[src/rtl/rmc_pkg.sv]
// Shared types, constants and digit helpers for the RMC time extractor.
`timescale 1ns / 1ps

package rmc_pkg;

  // Bytes kept from each watched field, terminator included.
  localparam int KEEP = 6;
  // Fields at or past this index are not stored, and a plain byte there drops the sentence.
  localparam int MAX_FIELDS = 20;

  localparam logic [7:0] CH_DOLLAR = 8'h24;
  localparam logic [7:0] CH_STAR   = 8'h2A;
  localparam logic [7:0] CH_COMMA  = 8'h2C;
  localparam logic [7:0] CH_ZERO   = 8'h30;
  localparam logic [7:0] CH_NINE   = 8'h39;
  localparam logic [7:0] CH_UA     = 8'h41;
  localparam logic [7:0] CH_UZ     = 8'h5A;
  localparam logic [7:0] CH_LA     = 8'h61;
  localparam logic [7:0] CH_LZ     = 8'h7A;
  localparam logic [7:0] CH_G      = 8'h47;
  localparam logic [7:0] CH_P      = 8'h50;
  localparam logic [7:0] CH_R      = 8'h52;
  localparam logic [7:0] CH_M      = 8'h4D;
  localparam logic [7:0] CH_C      = 8'h43;
  localparam logic [7:0] CH_NUL    = 8'h00;

  localparam logic [7:0] SEC_WRAP  = 8'd60;
  localparam logic [7:0] MIN_WRAP  = 8'd60;
  localparam logic [7:0] HOUR_WRAP = 8'd24;

  // Register indexes on the configuration port.
  localparam logic REG_REQUIRE_ACTIVE = 1'b0;
  localparam logic REG_ADVANCE_SECOND = 1'b1;

  typedef struct packed {
    logic [7:0] rx_byte;
    logic       resync;
  } rmc_in_t;

  typedef struct packed {
    logic [7:0] hour_value;
    logic [7:0] minute_value;
    logic [7:0] second_value;
    logic [7:0] day_value;
    logic [7:0] month_value;
    logic [7:0] year_value;
  } rmc_out_t;

  // Kept characters of the time and date fields, index 0 first.
  typedef struct packed {
    logic [KEEP-1:0][7:0] time_chars;
    logic [KEEP-1:0][7:0] date_chars;
  } rmc_digits_t;

  // (a - '0') * 10 + (b - '0'), modulo 256; 528 mod 256 is 16.
  function automatic logic [7:0] pair_val(input logic [7:0] a, input logic [7:0] b);
    logic [7:0] v;
    v = {a[4:0], 3'b000} + {a[6:0], 1'b0};
    v = v + b - 8'd16;
    return v;
  endfunction

endpackage

[src/rtl/rmc_parser.sv]
// Sentence parser: phase, checksum, field/char counters and kept field bytes.
`timescale 1ns / 1ps

module rmc_parser import rmc_pkg::*; #(
  parameter int FIELD_BYTES = 16
) (
  input  logic        clk,
  input  logic        rst,
  input  logic        take,
  input  rmc_in_t     item,
  input  logic        require_active,
  output logic        found,
  output rmc_digits_t digits
);

  localparam int CW = $clog2(FIELD_BYTES);

  typedef enum logic [3:0] {
    PH_IDLE = 4'b0001,
    PH_OPEN = 4'b0010,
    PH_HI   = 4'b0100,
    PH_LO   = 4'b1000
  } phase_t;

  phase_t          parse_phase, parse_phase_next;
  logic [7:0]      running_xor;
  logic [7:0]      high_digit_part;
  logic [4:0]      field_index;
  logic [CW-1:0]   char_index;
  logic [7:0]      kept [4][KEEP];

  logic [7:0] c;
  logic [5:0] hex;
  logic       is_sep;
  logic       room;
  logic       in_range;
  logic [2:0] slot;       // one-hot-free code: 0..3 slot, 4 none
  logic       wr_en;
  logic [7:0] wr_byte;
  logic [4:0] field_bump;
  logic       sum_ok;
  logic       name_ok;
  logic       status_ok;

  assign c = item.rx_byte;

  always_comb begin
    if (c >= CH_ZERO && c <= CH_NINE) begin
      hex = 6'(c - CH_ZERO);
    end else if (c >= CH_UA && c <= CH_UZ) begin
      hex = 6'(c - CH_UA) + 6'd10;
    end else if (c >= CH_LA && c <= CH_LZ) begin
      hex = 6'(c - CH_LA) + 6'd10;
    end else begin
      hex = 6'd0;
    end
  end

  always_comb begin
    case (field_index)
      5'd0:    slot = 3'd0;
      5'd1:    slot = 3'd1;
      5'd2:    slot = 3'd2;
      5'd9:    slot = 3'd3;
      default: slot = 3'd4;
    endcase
  end

  assign is_sep     = (c == CH_COMMA) || (c == CH_STAR);
  assign in_range   = field_index < 5'(MAX_FIELDS);
  assign room       = in_range && (char_index < CW'(FIELD_BYTES - 1));
  assign field_bump = (field_index == 5'd31) ? field_index : field_index + 5'd1;
  assign wr_en      = take && !item.resync && (parse_phase == PH_OPEN)
                      && (is_sep ? in_range : room)
                      && (char_index < CW'(KEEP)) && (slot != 3'd4);
  assign wr_byte    = is_sep ? CH_NUL : c;

  always_comb begin
    parse_phase_next = parse_phase;
    if (item.resync) begin
      parse_phase_next = PH_IDLE;
    end else begin
      unique case (parse_phase)
        PH_IDLE: if (c == CH_DOLLAR) parse_phase_next = PH_OPEN;
        PH_OPEN: begin
          if (c == CH_STAR) begin
            parse_phase_next = PH_HI;
          end else if (c != CH_COMMA && !room) begin
            parse_phase_next = PH_IDLE;
          end
        end
        PH_HI:   parse_phase_next = PH_LO;
        PH_LO:   parse_phase_next = PH_IDLE;
        default: parse_phase_next = PH_IDLE;
      endcase
    end
  end

  always_ff @(posedge clk) begin
    if (rst) begin
      parse_phase     <= PH_IDLE;
      running_xor     <= 8'd0;
      high_digit_part <= 8'd0;
      field_index     <= 5'd0;
      char_index      <= '0;
    end else if (take) begin
      parse_phase <= parse_phase_next;
      if (!item.resync) begin
        unique case (parse_phase)
          PH_IDLE: begin
            if (c == CH_DOLLAR) begin
              running_xor <= CH_STAR;
              field_index <= 5'd0;
              char_index  <= '0;
            end
          end
          PH_OPEN: begin
            running_xor <= running_xor ^ c;
            if (c == CH_COMMA) begin
              field_index <= field_bump;
              char_index  <= '0;
            end else if (c == CH_STAR) begin
              field_index <= field_bump;
            end else if (room) begin
              char_index <= char_index + CW'(1);
            end
          end
          PH_HI:   high_digit_part <= {hex[3:0], 4'b0000};
          default: ;
        endcase
      end
    end
  end

  // Kept bytes: reset to zero, written at the decoded slot and position.
  always_ff @(posedge clk) begin
    if (rst) begin
      for (int s = 0; s < 4; s++) begin
        for (int p = 0; p < KEEP; p++) begin
          kept[s][p] <= 8'd0;
        end
      end
    end else if (wr_en) begin
      for (int s = 0; s < 4; s++) begin
        for (int p = 0; p < KEEP; p++) begin
          if (slot == 3'(s) && char_index == CW'(p)) kept[s][p] <= wr_byte;
        end
      end
    end
  end

  assign sum_ok    = {1'b0, running_xor} == ({1'b0, high_digit_part} + 9'(hex));
  assign name_ok   = kept[0][0] == CH_G && kept[0][1] == CH_P && kept[0][2] == CH_R
                     && kept[0][3] == CH_M && kept[0][4] == CH_C && kept[0][5] == CH_NUL;
  assign status_ok = !require_active || (kept[2][0] == CH_UA && kept[2][1] == CH_NUL);

  assign found = take && !item.resync && (parse_phase == PH_LO) && sum_ok
                 && (field_index > 5'd2) && name_ok && status_ok;

  always_comb begin
    for (int p = 0; p < KEEP; p++) begin
      digits.time_chars[p] = kept[1][p];
      digits.date_chars[p] = kept[3][p];
    end
  end

endmodule

[src/rtl/rmc_time_calc.sv]
// Digit pairs to values, with the optional one-second advance.
`timescale 1ns / 1ps

module rmc_time_calc import rmc_pkg::*; (
  input  rmc_digits_t digits,
  input  logic        advance,
  output rmc_out_t    result
);

  logic [7:0] hh, mi, ss;
  logic [7:0] s1, m1, h1;

  assign hh = pair_val(digits.time_chars[0], digits.time_chars[1]);
  assign mi = pair_val(digits.time_chars[2], digits.time_chars[3]);
  assign ss = pair_val(digits.time_chars[4], digits.time_chars[5]);

  always_comb begin
    result.hour_value   = hh;
    result.minute_value = mi;
    result.second_value = ss;
    s1 = ss + 8'd1;
    m1 = mi + 8'd1;
    h1 = hh + 8'd1;
    if (advance) begin
      result.second_value = s1;
      if (s1 >= SEC_WRAP) begin
        result.second_value = s1 - SEC_WRAP;
        result.minute_value = m1;
        if (m1 >= MIN_WRAP) begin
          result.minute_value = m1 - MIN_WRAP;
          result.hour_value   = (h1 >= HOUR_WRAP) ? h1 - HOUR_WRAP : h1;
        end
      end
    end
    result.day_value   = pair_val(digits.date_chars[0], digits.date_chars[1]);
    result.month_value = pair_val(digits.date_chars[2], digits.date_chars[3]);
    result.year_value  = pair_val(digits.date_chars[4], digits.date_chars[5]);
  end

endmodule

[src/rtl/rmc_out_buf.sv]
// Result register with one skid entry behind it.
`timescale 1ns / 1ps

module rmc_out_buf import rmc_pkg::*; (
  input  logic     clk,
  input  logic     rst,
  input  logic     push,
  input  rmc_out_t push_data,
  output logic     full,
  output logic     out_valid,
  input  logic     out_stall,
  output rmc_out_t out_data
);

  logic     skid_valid;
  rmc_out_t skid_data;
  logic     pop_ok;

  // push only arrives while the skid entry is empty
  assign full   = skid_valid;
  assign pop_ok = !out_valid || !out_stall;

  always_ff @(posedge clk) begin
    if (rst) begin
      out_valid  <= 1'b0;
      skid_valid <= 1'b0;
    end else if (pop_ok) begin
      out_valid  <= skid_valid || push;
      skid_valid <= 1'b0;
    end else if (push) begin
      skid_valid <= 1'b1;
    end
  end

  always_ff @(posedge clk) begin
    if (pop_ok) begin
      out_data <= skid_valid ? skid_data : push_data;
    end else if (push) begin
      skid_data <= push_data;
    end
  end

endmodule

[src/rtl/nmea_rmc_time_extractor.sv]
// Top level of the NMEA RMC time extractor: register port, parser, result buffer.
`timescale 1ns / 1ps

// NMEA RMC time extractor. One received byte enters per transaction on the
// input channel and, while in_stall is low, is taken in the cycle it is
// offered, one byte per clock; the parser state updates at that edge. When the
// second checksum digit of a verified GPRMC sentence (at least three fields,
// status "A" if require_active_status is set) is taken, one result transaction
// carrying hour/minute/second and day/month/year is loaded at that same edge
// into the output register, offered from the next cycle, or into the single
// skid entry behind it while a stalled result holds the output register, so
// input keeps flowing while one result waits; in_stall rises only when both
// are occupied. Registers at byte 0 (require_active_status, reset 1) and byte
// 4 (advance_one_second, reset 0) sit on the APB port and should be written
// while no sentence is in flight. resync drops the current sentence.
module nmea_rmc_time_extractor import rmc_pkg::*; #(
  parameter int FIELD_BYTES = 16
) (
  input  logic        clk,
  input  logic        rst,
  // input channel
  input  logic        in_valid,
  output logic        in_stall,
  input  rmc_in_t     in_data,
  // result channel
  output logic        out_valid,
  input  logic        out_stall,
  output rmc_out_t    out_data,
  // configuration
  input  logic        psel,
  input  logic        penable,
  input  logic        pwrite,
  input  logic [2:0]  paddr,
  input  logic [31:0] pwdata,
  output logic [31:0] prdata,
  output logic        pready
);

  logic        require_active;
  logic        advance;
  logic        take;
  logic        found;
  rmc_digits_t digits;
  rmc_out_t    result;
  logic        buf_full;

  // Register file: word select on paddr[2], low address bits ignored.
  assign pready = 1'b1;

  always_ff @(posedge clk) begin
    if (rst) begin
      require_active <= 1'b1;
      advance        <= 1'b0;
    end else if (psel && penable && pwrite) begin
      unique case (paddr[2])
        REG_REQUIRE_ACTIVE: require_active <= pwdata[0];
        REG_ADVANCE_SECOND: advance        <= pwdata[0];
        default: ;
      endcase
    end
  end

  always_comb begin
    unique case (paddr[2])
      REG_REQUIRE_ACTIVE: prdata = {31'd0, require_active};
      REG_ADVANCE_SECOND: prdata = {31'd0, advance};
      default:            prdata = 32'd0;
    endcase
  end

  // Input is held off only when both result slots are taken.
  assign in_stall = buf_full;
  assign take     = in_valid && !buf_full;

  rmc_parser #(
    .FIELD_BYTES (FIELD_BYTES)
  ) u_parser (
    .clk            (clk),
    .rst            (rst),
    .take           (take),
    .item           (in_data),
    .require_active (require_active),
    .found          (found),
    .digits         (digits)
  );

  // Kept bytes are stable during the last digit, so values come straight off them.
  rmc_time_calc u_time_calc (
    .digits  (digits),
    .advance (advance),
    .result  (result)
  );

  rmc_out_buf u_out_buf (
    .clk       (clk),
    .rst       (rst),
    .push      (found),
    .push_data (result),
    .full      (buf_full),
    .out_valid (out_valid),
    .out_stall (out_stall),
    .out_data  (out_data)
  );

endmodule

[config.mk]
export PLATFORM = sky130hd
export DESIGN_NAME = nmea_rmc_time_extractor
export DESIGN_NICKNAME = d
export VERILOG_FILES = /design/src/rtl/rmc_pkg.sv /design/src/rtl/rmc_parser.sv /design/src/rtl/rmc_time_calc.sv /design/src/rtl/rmc_out_buf.sv /design/src/rtl/nmea_rmc_time_extractor.sv
export SDC_FILE = /design/constraint.sdc
export NUM_CORES = 1
export LEC_CHECK = 0
export ABC_CLOCK_PERIOD_IN_PS = 18400
export BUFFER_PORTS_ARGS = -buffer_cell sky130_fd_sc_hd__clkbuf_2
export CAP_MARGIN = 15
export CELL_PAD_IN_SITES_DETAIL_PLACEMENT = 1
export CELL_PAD_IN_SITES_GLOBAL_PLACEMENT = 1
export CORE_MARGIN = 3
export CORE_UTILIZATION = 26
export DETAILED_ROUTE_END_ITERATION = 8
export GPL_ROUTABILITY_DRIVEN = 0
export GPL_TIMING_DRIVEN = 0
export HOLD_SLACK_MARGIN = 0.15
export PLACE_DENSITY = 0.49
export SYNTH_ARGS = -nofsm -noshare
export SYNTH_HDL_FRONTEND = slang
export SYNTH_SLANG_ARGS = --single-unit
[constraint.sdc]
create_clock -name clk -period 18.4 [get_ports clk]
set_input_delay 3.68 -clock clk [delete_from_list [all_inputs] [get_ports clk]]
set_output_delay 3.68 -clock clk [all_outputs]
set_load 0.02 [all_outputs]
==> results_dict.tcl, run 1 <==
set metrics [dict create \
    layoutNonFillerInstCount 2118 \
    use_met1_pct 15.6 \
    synth-edff-count 250 \
    dominantRegCellSynth "edfxtp_1" \
    combPwrFrac_pct 16.4 \
    fin_tns_setup_ns 0 \
    grt_pass1_wl_mm 56.4 \
    drive_above_1_share_pct 16.4 \
    die_w_um 244 \
    finalClockSkew_ns 0.0197 \
    syn_to_final_growth_pct 18.3 \
    tightest_slew_ns 1.11 \
    drt_iter0_markers 291 \
    placed_cells 2052 \
    min_path_type "flip-flop to flip-flop" \
    die-area_um2 59500 \
    cts_buffer_depth 3 \
    met2_usage_pct 20.7 \
    cts_root_buffer "clkbuf_16" \
    ant_nets 0 \
    drtPass1Iterations 4 \
    drc 0 \
    endpoint_kind "flip-flop" \
    internal_power_mw 1.29 \
    synthCells 1202 \
    cts_made_buffers 35 \
    drv_cap 0 \
    yosysSeqAreaShare_pct 54.9 \
    synth.distinct_cells 73 \
    setup_ws_ns 9.36 \
    p_per_area_nw_per_um2 101 \
    antenna_found_initial 1 \
    clockPowerShare_pct 40.4 \
    multiInputGateArea_um2 6000 \
    cts_tree "yes" \
    busiest_layer "met2" \
    yosys_warnings 0 \
    period_share_pct 49.1 \
    core-area_um2 55500 \
    ir_drop_v 0.0000465 \
    status "complete, no violations" \
    seqCellArea_um2 8090 \
    dp_hpwl_mm 26.3 \
    start_util_pct 26.5 \
    grt_pass1_vias 9838 \
    fmax_ghz 0.111 \
    holdWs_ns 0.455 \
    rows 86 \
    grt_use_met3_pct 2.06 \
    final_nets 1520 \
    port_buffers 67 \
    slew_headroom_pct 25.6 \
    track_usage_pct 12.1 \
    drv_slew 0 \
    switching_share_pct 26.1 \
    rsz0062_at_grt "no" \
    cts_resized 0 \
    grt_overflow 0 \
    yosysMostFrequentCell "edfxtp_1" \
    post_cts.repair.setup_buffers 0 \
    vias 9250 \
    cts.hold.buffers_added 0 \
    clk_latency_ns 0.53 \
    fillers 6165 \
    seq_power_share_pct 43.2 \
    synth_common_cells "edfxtp_1 (250), nor2_1 (121), inv_1 (99)" \
    ys_ff_latch 279 \
    synth.area.top_cells "edfxtp_1 (51%), ha_1 (7.9%), fa_1 (4.2%)" \
    hold_violations 0 \
    synth_area_um2 14700 \
    critPathKind "input pin to flip-flop" \
    fin_crit_ns 9.04 \
    required_ns 18.64 \
    power_switching_uw 458 \
    clock-sinks 279 \
    cts_htree_levels 2 \
    die_height_um 244 \
    synthArstFlopShare_pct 0 \
    p_leak_nw 7.00 \
    critPathMaxFanout 20 \
    viasPerCell 4.37 \
    path_clk_slew_ns 0.06 \
    finalSetupViolCount 0 \
    wl_per_cell_um 16.8 \
    cp_data_arrival_time_ns 9.27 \
    placed_area_um2 16200 \
    startpoint_type "input pin" \
    dpl_worst_slack_ns 8.78 \
    yosysTopAreaCell "edfxtp_1" \
    syn_avg_cell_area_um2 12.2 \
    num_io_pins 134 \
    final_area_um2 17400 \
    yosysTopAreaCellShare_pct 51.0 \
    grt_max_degree 30 \
    routed_wl_mm 35.6 \
    diodes 0 \
]
## flip-flops by register name, summed over array words and instances (netlist names)
register / flops
u_out_buf.out_data: 48
u_parser.kept: 154
advance: 1
u_out_buf.full: 1
u_parser.char_index: 4
require_active: 1
u_out_buf.skid_data: 48
u_out_buf.out_valid: 1
u_parser.running_xor: 8
u_parser.parse_phase: 4
u_parser.high_digit_part: 4
u_parser.field_index: 5
## through the flow
step,util [%],power [mW]
global route,31.4,1.84
detailed placement,29.2,1.06
global placement,29.0,1.06
floorplan,-,0.981
CTS,31.3,1.79
finish,31.4,1.75
## final timing paths
check / from / to / slack, ns / cells after the start
worst max-delay path: in_data[2] / u_out_buf.skid_data[35] / 9.36 / 20
worst min-delay path: u_parser.kept[3][32] / u_out_buf.skid_data[16] / 0.45 / 0
worst max register to register: u_parser.kept[1][8] / u_out_buf.out_data[43] / 13.25 / 13
worst min register to register: u_parser.kept[3][32] / u_out_buf.skid_data[16] / 0.45 / 0
## power groups by stage
stage                     registers (mW)  clock network, mW  logic [mW]
after detailed placement           0.771                  0       0.293
after CTS                          0.758              0.733       0.295
after floorplan                    0.802                  0       0.179
after global routing               0.761              0.756       0.327
after global placement             0.769                  0       0.290
final                              0.756              0.708       0.288
## final cells by class
class	instances	area share, %
sequential	279	46.4
multi-input combinational	792	34.5
clock buffer	45	5.49
tap	748	5.37
timing repair buffer	76	2.67
buffer	61	2.18
inverter	100	2.16
clock inverter	17	1.22
## placed cells by master (no fill, tap or decap), types with 6 or more instances in the layout
master and count:
edfxtp_1 250, nor2_1 120, inv_1 99, ha_1 93, nand2_1 80, clkbuf_2 67
xnor2_1 55, a21oi_1 44, mux2_2 41, clkbuf_16 37, buf_4 34, conb_1 32
fa_1 31, dfxtp_1 29, clkbuf_1 28, xor2_1 27, o21ai_0 26, a21o_1 24
nand3_1 22, nor3_1 17, nand2b_1 15, and3_1 12, nand4_1 12, nor4_1 12
mux2i_1 9, a211oi_1 8, o21bai_1 8, nor4b_1 6, clkinv_1 6
## layer usage
metal	vias up	share of wire [%]	routed length [um]
met2	123	48	17200
li1	4512	-	-
met5	-	0	0
met1	4575	46	16300
met4	0	2.1	736
met3	40	3.8	1340
## critical path, stage by stage
cell,delay [ns]
clkbuf_2,0.11
clkbuf_1,0.32
inv_1,0.15
ha_1,0.22
nor4b_1,0.52
o21ba_2,0.22
a311o_1,0.18
nor3_1,0.07
a21o_1,0.15
mux2_2,0.29
fa_1,0.53
xnor2_1,0.29
nand4_1,0.18
nor4_1,0.35
nand4_1,0.25
a311oi_1,0.30
nand4_1,0.41
nor2_4,0.61
buf_16,0.23
buf_16,0.18
## kinds of logic after synthesis
| family | synth area share [%] |
|---|---|
| multiplexers | 4.16 |
| AND/OR/NAND/NOR | 11.7 |
| adder cells (fa/ha/maj) | 12.1 |
| other | 0.0510 |
| buffers and inverters | 5.12 |
| XOR/XNOR | 5.34 |
| AO/OA/AOI/OAI | 6.60 |
| flip-flops | 54.9 |
No activity file was read; power rests on OpenSTA's default activity.
==> run 2, diff against run 1 <==
Settings changed: ABC_AREA from default to 1, ABC_CLOCK_PERIOD_IN_PS 18400 to 8200, PLACE_DENSITY 0.49 to 0.52.
Clock period 18.4 ns to 8.2 ns, I/O delays scaled along.
==> results_dict.tcl, run 2 <==
set metrics [dict create \
    status "complete, no violations" \
    vias 10367 \
    final_nets 1855 \
    busiest_layer "met2" \
    yosys_warnings 0 \
    synth_area_um2 15100 \
    finalClockSkew_ns 0.0365 \
    track_usage_pct 12.5 \
    critPathKind "input pin to flip-flop" \
    cts.hold.buffers_added 0 \
    hold_violations 0 \
    grt_use_met3_pct 2.02 \
    post_cts.repair.setup_buffers 0 \
    wl_per_cell_um 15.1 \
    drtPass1Iterations 4 \
    viasPerCell 4.21 \
    die_height_um 247 \
    use_met1_pct 16.6 \
    synth-edff-count 250 \
    ys_ff_latch 279 \
    placed_cells 2396 \
    fillers 6515 \
    ir_drop_v 0.000148 \
    cp_data_arrival_time_ns 6.49 \
    grt_pass1_wl_mm 60.2 \
    drive_above_1_share_pct 11.3 \
    synthArstFlopShare_pct 0 \
    diodes 0 \
    grt_pass1_vias 11131 \
    grt_max_degree 37 \
    cts_tree "yes" \
    dpl_worst_slack_ns 1.26 \
    port_buffers 66 \
    drv_slew 0 \
    mostFrequentLayoutCells "nand2_1 (399), edfxtp_1 (250), inv_1 (204)" \
    grt_overflow 0 \
    final_area_um2 17700 \
    largest_reg_flops 154 \
    yosysMostFrequentCell "nand2_1" \
    slew_headroom_pct 42.5 \
    synth.distinct_cells 44 \
    die_w_um 247 \
    cts_htree_levels 2 \
    clock-sinks 279 \
    startpoint_type "input pin" \
    core-area_um2 56900 \
    fmax_ghz 0.159 \
    p_per_area_nw_per_um2 211 \
    setup_ws_ns 1.92 \
    layoutNonFillerInstCount 2461 \
    cts_resized 0 \
    syn_to_final_growth_pct 17.1 \
    cts_buffer_depth 3 \
    ant_nets 0 \
    dp_hpwl_mm 27.9 \
    path_clk_slew_ns 0.06 \
    required_ns 8.42 \
    p_leak_nw 7.84 \
    drc 0 \
    start_util_pct 26.5 \
    met2_usage_pct 20.9 \
    rows 87 \
    drt_iter0_markers 370 \
    clk_latency_ns 0.54 \
    finalSetupViolCount 0 \
    critPathMaxFanout 30 \
    synth_common_cells "nand2_1 (400), edfxtp_1 (250), inv_1 (204)" \
    synth.area.top_cells "edfxtp_1 (50%), nand2_1 (10%), ha_1 (7.7%)" \
    routed_wl_mm 37.3 \
    endpoint_kind "flip-flop" \
    cts_made_buffers 35 \
    yosysTopAreaCellShare_pct 49.8 \
    holdWs_ns 0.462 \
    tightest_slew_ns 0.863 \
    reg_top3 "u_parser.kept: 154 flops, u_out_buf.out_data: 48 flops, u_out_buf.skid_data: 48 flops" \
    period_share_pct 76.5 \
    rsz0062_at_grt "no" \
    dominantRegCellSynth "edfxtp_1" \
    yosysSeqAreaShare_pct 53.6 \
    fin_crit_ns 6.28 \
    antenna_found_initial 0 \
    synthCells 1539 \
    min_path_type "flip-flop to flip-flop" \
    cts_root_buffer "clkbuf_16" \
    num_io_pins 134 \
    placed_area_um2 16500 \
    drv_cap 0 \
    syn_avg_cell_area_um2 9.80 \
    yosysTopAreaCell "edfxtp_1" \
    fin_tns_setup_ns 0 \
    final_common_cell "nand2_1" \
    die-area_um2 60900 \
    largest-register "u_parser.kept" \
]
==> run 2: cell count changes after synthesis, sizes merged, moves of 11 or more <==
cell    previous run  this run
a21o              24         0
and3              15         0
inv               99       208
mux2              45         0
nand2             81       408
nand2b            15         1
nand3             22       104
nor2             121       171
nor3              18         7
nor4              12         1
o21ai             27        38
xnor2             55        22
==> run 2: metal layers <==
| metal | part of all wire (%) | up-vias |
|---|---|---|
| met2 | 47 | 106 |
| met3 | 3.1 | 52 |
| met5 | 0 | - |
| li1 | - | 5237 |
| met4 | 2.1 | 0 |
| met1 | 48 | 4972 |
==> run 2: cell families (layout without fill, tap and decap cells) <==
group	Yosys count	after routing	share of synthesized area [%]
other	2	32	0.0498
buffers and inverters	263	399	7.51
AO/OA/AOI/OAI	90	90	3.33
AND/OR/NAND/NOR	722	722	20.3
adder cells (fa/ha/maj)	124	124	11.8
XOR/XNOR	59	59	3.43
flip-flops	279	279	53.6
==> run 2: report_power, final <==
| group | internal (mW) | leakage [nW] | switching, mW |
|---|---|---|---|
| combinational | 0.198 | 4.54 | 0.377 |
| sequential | 1.64 | 2.77 | 0.0284 |
| clock | 0.901 | 0.534 | 0.591 |
| total | 2.74 | 7.84 | 0.997 |
==> run 2: final timing paths <==
kind | cells after the start | slack (ns) | start | end
max reg2reg | 15 | 4.35 | u_parser.high_digit_part[4] | u_out_buf.skid_data[47]
min reg2reg | 0 | 0.46 | u_parser.kept[3][32] | u_out_buf.skid_data[16]
min | 0 | 0.46 | u_parser.kept[3][32] | u_out_buf.skid_data[16]
max | 27 | 1.92 | in_data[1] | u_out_buf.skid_data[47]
==> run 2: stage by stage <==
stage	total power, mW	util, %
2_1_floorplan	2.12	-
3_3_place_gp	2.27	28.9
3_5_place_dp	2.28	29.1
4_1_cts	3.81	31.0
5_1_grt	3.94	31.0
6_report	3.73	31.0
==> run 2: critical path: stages <==
cell and delay [ns]:
clkbuf_2 0.17, inv_1 0.28, ha_1 0.23, inv_1 0.05, nor2_1 0.14, nand3_1 0.10
nand2_1 0.08, inv_1 0.04, nand2_1 0.10, nand3_1 0.24, nand2_1 0.14, inv_1 0.06
ha_1 0.22, fa_1 0.57, inv_1 0.05, nand2_1 0.05, nand2_1 0.04, nor2_1 0.15
nand2_1 0.08, nor2_1 0.12, nand2_1 0.10, nor3_1 0.34, nand2_1 0.09, nor2_1 0.13
nand3_1 0.30, nor2_4 0.62, buf_12 0.29
==> run 2: final cells by class <==
cell class / instances / area [um^2] / area share [%]
Sequential cell: 279 / 8090 / 45.8
Multi-Input combinational cell: 1027 / 5990 / 33.9
Tap cell: 756 / 946 / 5.36
Clock buffer: 46 / 938 / 5.31
Inverter: 209 / 787 / 4.46
Timing Repair Buffer: 74 / 405 / 2.30
Buffer: 54 / 345 / 1.96
Clock inverter: 16 / 165 / 0.935
